File: config.mk
export PLATFORM = sky130hd
export DESIGN_NAME = adpcm_frame_decoder_unit
export DESIGN_NICKNAME = d
export VERILOG_FILES = /design/src/afd_pkg.sv /design/src/afd_mac.sv /design/src/adpcm_frame_decoder_unit.sv
export SDC_FILE = /design/constraint.sdc
export NUM_CORES = 1
export LEC_CHECK = 0
export BUFFER_PORTS_ARGS = -buffer_cell sky130_fd_sc_hd__buf_2
export CORE_MARGIN = 1.5
export CORE_UTILIZATION = 55
export CTS_BUF_LIST = sky130_fd_sc_hd__clkbuf_4
export CTS_CLUSTER_DIAMETER = 100
export DETAILED_ROUTE_END_ITERATION = 10
export HOLD_SLACK_MARGIN = 0.05
export PLACE_DENSITY = 0.74
export SYNTH_ARGS = -nofsm -noshare
export SYNTH_HDL_FRONTEND = slang
export SYNTH_HIERARCHICAL = 1
export SYNTH_SLANG_ARGS = --single-unit
File: constraint.sdc
create_clock -name aclk -period 28.4 [get_ports aclk]
set_clock_uncertainty 0.15 [all_clocks]
set_input_delay 2.84 -clock aclk [delete_from_list [all_inputs] [get_ports aclk]]
set_output_delay 2.84 -clock aclk [all_outputs]
set_load 0.05 [all_outputs]
File: src/afd_pkg.sv
// Shared types, constants and predictor table for the frame decoder.
`default_nettype none

package afd_pkg;

    localparam int SAMPLE_W = 16;
    localparam int COEF_W   = 14;
    localparam int ACC_W    = 33;
    localparam int FRAC_W   = 11;

    typedef logic signed [SAMPLE_W-1:0] sample_t;
    typedef logic signed [COEF_W-1:0]   coef_t;
    typedef logic signed [ACC_W-1:0]    acc_t;

    localparam acc_t SAT_MAX = acc_t'(32767);
    localparam acc_t SAT_MIN = -acc_t'(32768);

    // frame lengths, header byte included
    localparam logic [3:0] FRAME_LEN_LARGE = 4'd9;
    localparam logic [3:0] FRAME_LEN_SMALL = 4'd5;

    // left shift applied to a code before scaling
    localparam logic [4:0] CODE_K_LARGE = 5'd11;
    localparam logic [4:0] CODE_K_SMALL = 5'd13;

    // index of the final code in a data byte
    localparam logic [1:0] LAST_IDX_LARGE = 2'd1;
    localparam logic [1:0] LAST_IDX_SMALL = 2'd3;

    typedef enum logic [1:0] {
        ST_IDLE,
        ST_TERM0,
        ST_TERM1
    } state_t;

    // controls for the shared multiply-accumulate unit
    typedef struct packed {
        logic load;      // first pass: code term + prev * c0 into accumulator
        logic older_sel; // second pass operands: older sample and c1
    } mac_ctrl_t;

    typedef struct packed {
        coef_t c0;
        coef_t c1;
    } coef_pair_t;

    function automatic coef_pair_t pred_coef(input logic [3:0] sel);
        coef_pair_t r;
        unique case (sel)
            4'd0:    r = '{c0: coef_t'(0),       c1: coef_t'(0)};
            4'd1:    r = '{c0: coef_t'(16'h0800), c1: coef_t'(0)};
            4'd2:    r = '{c0: coef_t'(0),       c1: coef_t'(16'h0800)};
            4'd3:    r = '{c0: coef_t'(16'h0400), c1: coef_t'(16'h0400)};
            4'd4:    r = '{c0: coef_t'(16'h1000), c1: -coef_t'(16'h0800)};
            4'd5:    r = '{c0: coef_t'(16'h0E00), c1: -coef_t'(16'h0600)};
            4'd6:    r = '{c0: coef_t'(16'h0C00), c1: -coef_t'(16'h0400)};
            4'd7:    r = '{c0: coef_t'(16'h1200), c1: -coef_t'(16'h0A00)};
            4'd8:    r = '{c0: coef_t'(16'h1068), c1: -coef_t'(16'h08C8)};
            4'd9:    r = '{c0: coef_t'(16'h12C0), c1: -coef_t'(16'h08FC)};
            4'd10:   r = '{c0: coef_t'(16'h1400), c1: -coef_t'(16'h0C00)};
            4'd11:   r = '{c0: coef_t'(16'h0800), c1: -coef_t'(16'h0800)};
            4'd12:   r = '{c0: coef_t'(16'h0400), c1: -coef_t'(16'h0400)};
            4'd13:   r = '{c0: -coef_t'(16'h0400), c1: coef_t'(16'h0400)};
            4'd14:   r = '{c0: -coef_t'(16'h0400), c1: coef_t'(0)};
            default: r = '{c0: -coef_t'(16'h0800), c1: coef_t'(0)};
        endcase
        return r;
    endfunction

endpackage

`default_nettype wire

File: src/afd_mac.sv
// Shared multiply-accumulate unit with rounding-down shift and saturation.
`default_nettype none

module afd_mac (
    input  wire                      aclk,
    input  wire afd_pkg::mac_ctrl_t  ctrl,
    input  wire afd_pkg::sample_t    prev_sample,
    input  wire afd_pkg::sample_t    older_sample,
    input  wire afd_pkg::coef_pair_t coef,
    input  wire afd_pkg::acc_t       code_term,
    output afd_pkg::sample_t         sample
);

    afd_pkg::acc_t    acc_reg;
    afd_pkg::sample_t mul_a;
    afd_pkg::coef_t   mul_b;
    logic signed [afd_pkg::SAMPLE_W+afd_pkg::COEF_W-1:0] prod;
    afd_pkg::acc_t    prod_ext;
    afd_pkg::acc_t    sum;
    afd_pkg::acc_t    shifted;

    always_comb begin
        mul_a    = ctrl.older_sel ? older_sample : prev_sample;
        mul_b    = ctrl.older_sel ? coef.c1 : coef.c0;
        prod     = mul_a * mul_b;
        prod_ext = afd_pkg::acc_t'(prod);
        sum      = acc_reg + prod_ext;
        shifted  = sum >>> afd_pkg::FRAC_W;
        if (shifted > afd_pkg::SAT_MAX) begin
            sample = afd_pkg::sample_t'(afd_pkg::SAT_MAX);
        end else if (shifted < afd_pkg::SAT_MIN) begin
            sample = afd_pkg::sample_t'(afd_pkg::SAT_MIN);
        end else begin
            sample = shifted[afd_pkg::SAMPLE_W-1:0];
        end
    end

    always_ff @(posedge aclk) begin
        if (ctrl.load) begin
            acc_reg <= code_term + prod_ext;
        end
    end

endmodule

`default_nettype wire

File: src/adpcm_frame_decoder_unit.sv
// Top level of the ADPCM frame decoder: sequencer, frame state and output register.
`default_nettype none

// Channel    | Dir | Ports                                   | Moves
// -----------+-----+-----------------------------------------+-------------------------
// cfg        | in  | cfg_valid, cfg_ready, cfg_small_frame_mode | frame mode register
// s (input)  | in  | s_valid, s_ready, s_stream_byte         | one stream byte
// m (output) | out | m_valid, m_ready, m_pcm_sample, m_last_of_byte | one decoded sample
//
// Sequencing: a header byte produces no output. A data byte holds N = 2 samples
//   (4-bit codes) or 4 samples (2-bit codes). The single shared
//   multiplier needs two passes per sample (prev*c0, then older*c1).
// s_ready is high only while the sequencer is idle.
// Reset (aresetn low, synchronous) clears mode, frame position, header and history.
// A full output register with m_ready low holds the sequencer in its second pass.
module adpcm_frame_decoder_unit (
    input  wire         aclk,
    input  wire         aresetn,
    input  wire         cfg_valid,
    output logic        cfg_ready,
    input  wire         cfg_small_frame_mode,
    input  wire         s_valid,
    output logic        s_ready,
    input  wire  [7:0]  s_stream_byte,
    output logic        m_valid,
    input  wire         m_ready,
    output logic signed [15:0] m_pcm_sample,
    output logic        m_last_of_byte
);

    afd_pkg::state_t   state_reg, state_next;
    logic              mode_reg, mode_next;
    logic [3:0]        pos_reg, pos_next;
    logic [3:0]        scale_shift_reg, scale_shift_next;
    logic [3:0]        pred_reg, pred_next;
    afd_pkg::sample_t  prev_reg, prev_next;
    afd_pkg::sample_t  older_reg, older_next;
    logic [7:0]        data_reg, data_next;
    logic [1:0]        cnt_reg, cnt_next;
    logic              m_valid_reg, m_valid_next;
    afd_pkg::sample_t  m_sample_reg, m_sample_next;
    logic              m_last_reg, m_last_next;

    afd_pkg::mac_ctrl_t  mac_ctrl;
    afd_pkg::coef_pair_t coef;
    afd_pkg::sample_t    mac_sample;
    afd_pkg::acc_t       code_term;
    logic signed [3:0]   code_v;
    logic [4:0]          shamt;
    logic [3:0]          pos_inc;
    logic [3:0]          frame_len;
    logic [1:0]          last_idx;
    logic                is_last;
    logic                out_free;

    // code of the current sample sits in the top bits of data_reg
    always_comb begin
        code_v    = mode_reg ? {{2{data_reg[7]}}, data_reg[7:6]} : data_reg[7:4];
        shamt     = {1'b0, scale_shift_reg}
                  + (mode_reg ? afd_pkg::CODE_K_SMALL : afd_pkg::CODE_K_LARGE);
        code_term = afd_pkg::acc_t'(code_v) <<< shamt;
        coef      = afd_pkg::pred_coef(pred_reg);
    end

    afd_mac u_mac (
        .aclk         (aclk),
        .ctrl         (mac_ctrl),
        .prev_sample  (prev_reg),
        .older_sample (older_reg),
        .coef         (coef),
        .code_term    (code_term),
        .sample       (mac_sample)
    );

    always_comb begin
        state_next       = state_reg;
        mode_next        = mode_reg;
        pos_next         = pos_reg;
        scale_shift_next = scale_shift_reg;
        pred_next        = pred_reg;
        prev_next        = prev_reg;
        older_next       = older_reg;
        data_next        = data_reg;
        cnt_next         = cnt_reg;
        m_valid_next     = m_valid_reg & ~m_ready;
        m_sample_next    = m_sample_reg;
        m_last_next      = m_last_reg;

        cfg_ready = 1'b1;
        s_ready   = 1'b0;
        mac_ctrl  = '{load: 1'b0, older_sel: 1'b0};

        frame_len = mode_reg ? afd_pkg::FRAME_LEN_SMALL : afd_pkg::FRAME_LEN_LARGE;
        last_idx  = mode_reg ? afd_pkg::LAST_IDX_SMALL : afd_pkg::LAST_IDX_LARGE;
        pos_inc   = pos_reg + 4'd1;
        is_last   = (cnt_reg == last_idx);
        out_free  = ~m_valid_reg | m_ready;

        if (cfg_valid) begin
            mode_next = cfg_small_frame_mode;
        end

        unique case (state_reg)
            afd_pkg::ST_IDLE: begin
                s_ready = 1'b1;
                if (s_valid) begin
                    if (pos_reg == 4'd0) begin
                        // header: scale shift and predictor pair, no output
                        scale_shift_next = s_stream_byte[7:4];
                        pred_next        = s_stream_byte[3:0];
                        pos_next         = 4'd1;
                    end else begin
                        data_next  = s_stream_byte;
                        cnt_next   = 2'd0;
                        state_next = afd_pkg::ST_TERM0;
                        pos_next   = (pos_inc >= frame_len) ? 4'd0 : pos_inc;
                    end
                end
            end
            afd_pkg::ST_TERM0: begin
                mac_ctrl   = '{load: 1'b1, older_sel: 1'b0};
                state_next = afd_pkg::ST_TERM1;
            end
            afd_pkg::ST_TERM1: begin
                mac_ctrl = '{load: 1'b0, older_sel: 1'b1};
                if (out_free) begin
                    m_valid_next  = 1'b1;
                    m_sample_next = mac_sample;
                    m_last_next   = is_last;
                    older_next    = prev_reg;
                    prev_next     = mac_sample;
                    data_next     = mode_reg ? {data_reg[5:0], 2'b00}
                                             : {data_reg[3:0], 4'b0000};
                    cnt_next      = cnt_reg + 2'd1;
                    state_next    = is_last ? afd_pkg::ST_IDLE : afd_pkg::ST_TERM0;
                end
            end
            default: begin
                state_next = afd_pkg::ST_IDLE;
            end
        endcase
    end

    always_ff @(posedge aclk) begin
        if (!aresetn) begin
            state_reg       <= afd_pkg::ST_IDLE;
            mode_reg        <= 1'b0;
            pos_reg         <= 4'd0;
            scale_shift_reg <= 4'd0;
            pred_reg        <= 4'd0;
            prev_reg        <= '0;
            older_reg       <= '0;
            cnt_reg         <= 2'd0;
            m_valid_reg     <= 1'b0;
        end else begin
            state_reg       <= state_next;
            mode_reg        <= mode_next;
            pos_reg         <= pos_next;
            scale_shift_reg <= scale_shift_next;
            pred_reg        <= pred_next;
            prev_reg        <= prev_next;
            older_reg       <= older_next;
            cnt_reg         <= cnt_next;
            m_valid_reg     <= m_valid_next;
        end
    end

    // payload registers, no reset
    always_ff @(posedge aclk) begin
        data_reg     <= data_next;
        m_sample_reg <= m_sample_next;
        m_last_reg   <= m_last_next;
    end

    assign m_valid        = m_valid_reg;
    assign m_pcm_sample   = m_sample_reg;
    assign m_last_of_byte = m_last_reg;

endmodule

`default_nettype wire

==> results.yml <==
yosys:
  ys_ff_latch: 120
  synth_area_per_cell_um2: 9.13
  async_reset_ff_frac: 0
  syn_area_mm2: 0.0169
  synth_area_leaders: "fa_1 26%, ha_1 11%, edfxtp_1 10%"
  yosysMostFrequentCell: "inv_1"
  synthTopCellsByCount: "289 x inv_1, 221 x fa_1, 200 x nand2_1"
  synth-main-ff-cell: "dfxtp_1"
  synth.largest_area_cell: "fa_1"
  yosysTopAreaCellShare: 0.261
  synth_cells: 1855
  yosysSeqAreaShare: 0.176
  synth_cell_types: 96
  synth_edf_count: 58
  yosys_warnings: 6
pwr:
  p_leak_nw: 8.59
  powerDensity_mw_per_mm2: 35.9
  p_total_mw: 0.641
  vdd_drop_max_mv: 0.0360
cells_and_area:
  syn2layout_area_growth_pct: 5.25
  fill_cells: 2713
  insertedDiodeCount: 0
  fin_nets: 2277
  largest_reg_flops: 33
  drive_gt1_frac: 0.0912
drt:
  routed_wl_um: 40700
  wl_met2_um: 19900
  highest_layer: "met4"
  firstDrtPassIters: 5
  drc_errors: 0
  first_iter_violations: 870
  ant_nets: 0
  num_vias: 13000
  routedWlPerCell_um: 17.7
  via_per_inst: 5.65
  routedLengthMet1_um: 16800
  wl_met3_um: 2600
place:
  dp_hpwl_um: 33100
  place_ws_ns: 16.62
  place_congestion: 0.930
  portBuffers: 32
worst_setup_path:
  crit_required_ns: 28.70
  end_kind: "flip-flop"
  critical_path_class: "reg -> reg"
  cp.arrival_ns: 12.19
  cpMostUsedCell: "fa_1"
  start_kind: "flip-flop"
  crit_fanout: 56
  critPathMaxStageDelay_ns: 1.11
  crit_slowest_cell: "mux2i_1"
sta:
  slew_violations: 17
  relSlewSlack: -0.0577
  rsz0062_at_grt: "false"
  finalSetupViolations: 0
  period_needed_ns: 11.89
  setup_ws_ns: 16.51
  final_hold_viol_count: 0
  fin_tns_setup_ns: 0
  min_period_over_period: 0.418
  fmax_mhz: 84.1
  worst_pin_slew_ns: 1.54
cts:
  cts-resized-gates: 0
  clk-insertion-delay-late_ns: 0.54
  clkSlewWorstSetupHoldPaths_ns: 0.12
  h-tree-depth: 4
  cts_setup_buffers: 0
  cts_tree: "done"
  cts_buffers: 17
  clock_path_buffers: 2
  cts_root_buffer: "clkbuf_4"
  postCtsHoldBufs: 0
  cts_sinks: 120
status:
  failed_checks: "max-slew violations"
  status: "complete, but fails checks"
grt:
  grt_max_degree: 57
  grt_pass1_vias: 13000
  grt-ovfl-total: 0
  antenna_found_initial: 0
  grt_first_pass_wirelength_um: 66000
  grt_util_all_layers: 0.269
job:
  cap_violations: 0
floorplan:
  die_h_um: 179
  die_area_mm2: 0.0319
  pin_count: 34
  start_util: 0.557
  coreArea_mm2: 0.0304
  die_width_um: 179
  rows: 64
worst_hold_path:
  hold_class: "reg -> reg"
critical path: cells and delay by family, from the launching register on:
kind                     cells  cell delay [ns]
XOR/XNOR                     3             0.57
multiplexers                 1             1.11
adder cells (fa/ha/maj)      8             3.59
AO/OA/AOI/OAI               10             2.67
AND/OR/NAND/NOR             10             1.87
buffers and inverters        6             1.38
flip-flops                   1             0.43
layer usage:
metal	track usage	up-vias
li1	-	6111
met1	0.349	6362
met2	0.458	443
met3	0.0354	86
met4	0.0955	0
met5	0	-
cell usage in the layout (no fill, tap or decap), types with 21 or more instances in the layout:
cell type	instances
inv_1	288
fa_1	221
nand2_1	200
nor2_1	197
ha_1	148
a21oi_1	75
xnor2_1	71
dfxtp_1	62
edfxtp_1	58
o21ai_0	51
mux2i_1	48
a21o_1	47
a21boi_0	35
buf_2	32
mux2_2	23
xor2_1	22
buf_4	22
nor3_1	21
area by class of cell:
type	instances	area, um^2	share of cell area
Multi-Input combinational cell	1408	12600	0.709
Sequential cell	120	2980	0.167
Inverter	293	1100	0.0618
Tap cell	396	495	0.0278
Timing Repair Buffer	54	325	0.0182
Clock inverter	15	150	0.00842
Clock buffer	17	128	0.00716
where the power goes:
part | leakage [nW] | total, mW | internal [mW] | switching (mW)
combinational | 7.42 | 0.307 | 0.117 | 0.189
clock | 0.136 | 0.126 | 0.0522 | 0.0737
sequential | 1.03 | 0.208 | 0.201 | 0.00698
total | 8.59 | 0.641 | 0.371 | 0.270
stage by stage:
step	utilization	hold WS (ns)	area, um^2	instances
after global routing	0.586	0.370	17800	2303
after CTS	0.586	0.338	17800	2303
final	0.586	0.337	17800	2303
after floorplan	-	0.303	17000	1871
after global placement	0.577	0.313	17600	2271
after detailed placement	0.577	0.326	17600	2271
path summary, 6_finish.rpt:
check                                          startpoint  slack, ns  cells past startpoint                         to
worst min register to register  older_reg[6]$_SDFFE_PN0P_       0.34                      2  older_reg[6]$_SDFFE_PN0P_
worst min-delay path            older_reg[6]$_SDFFE_PN0P_       0.34                      2  older_reg[6]$_SDFFE_PN0P_
worst max-delay path            state_reg[1]$_SDFFE_PN0P_      16.51                     38   prev_reg[1]$_SDFFE_PN0P_
worst max register to register  state_reg[1]$_SDFFE_PN0P_      16.51                     38   prev_reg[1]$_SDFFE_PN0P_
logic make-up after synthesis:
group | Yosys count | synth area share
other | 2 | 0.000443
flip-flops | 120 | 0.176
multiplexers | 73 | 0.0459
buffers and inverters | 343 | 0.0811
AO/OA/AOI/OAI | 318 | 0.135
AND/OR/NAND/NOR | 535 | 0.140
XOR/XNOR | 95 | 0.0507
adder cells (fa/ha/maj) | 369 | 0.370
(Power assumes the default switching activity.)
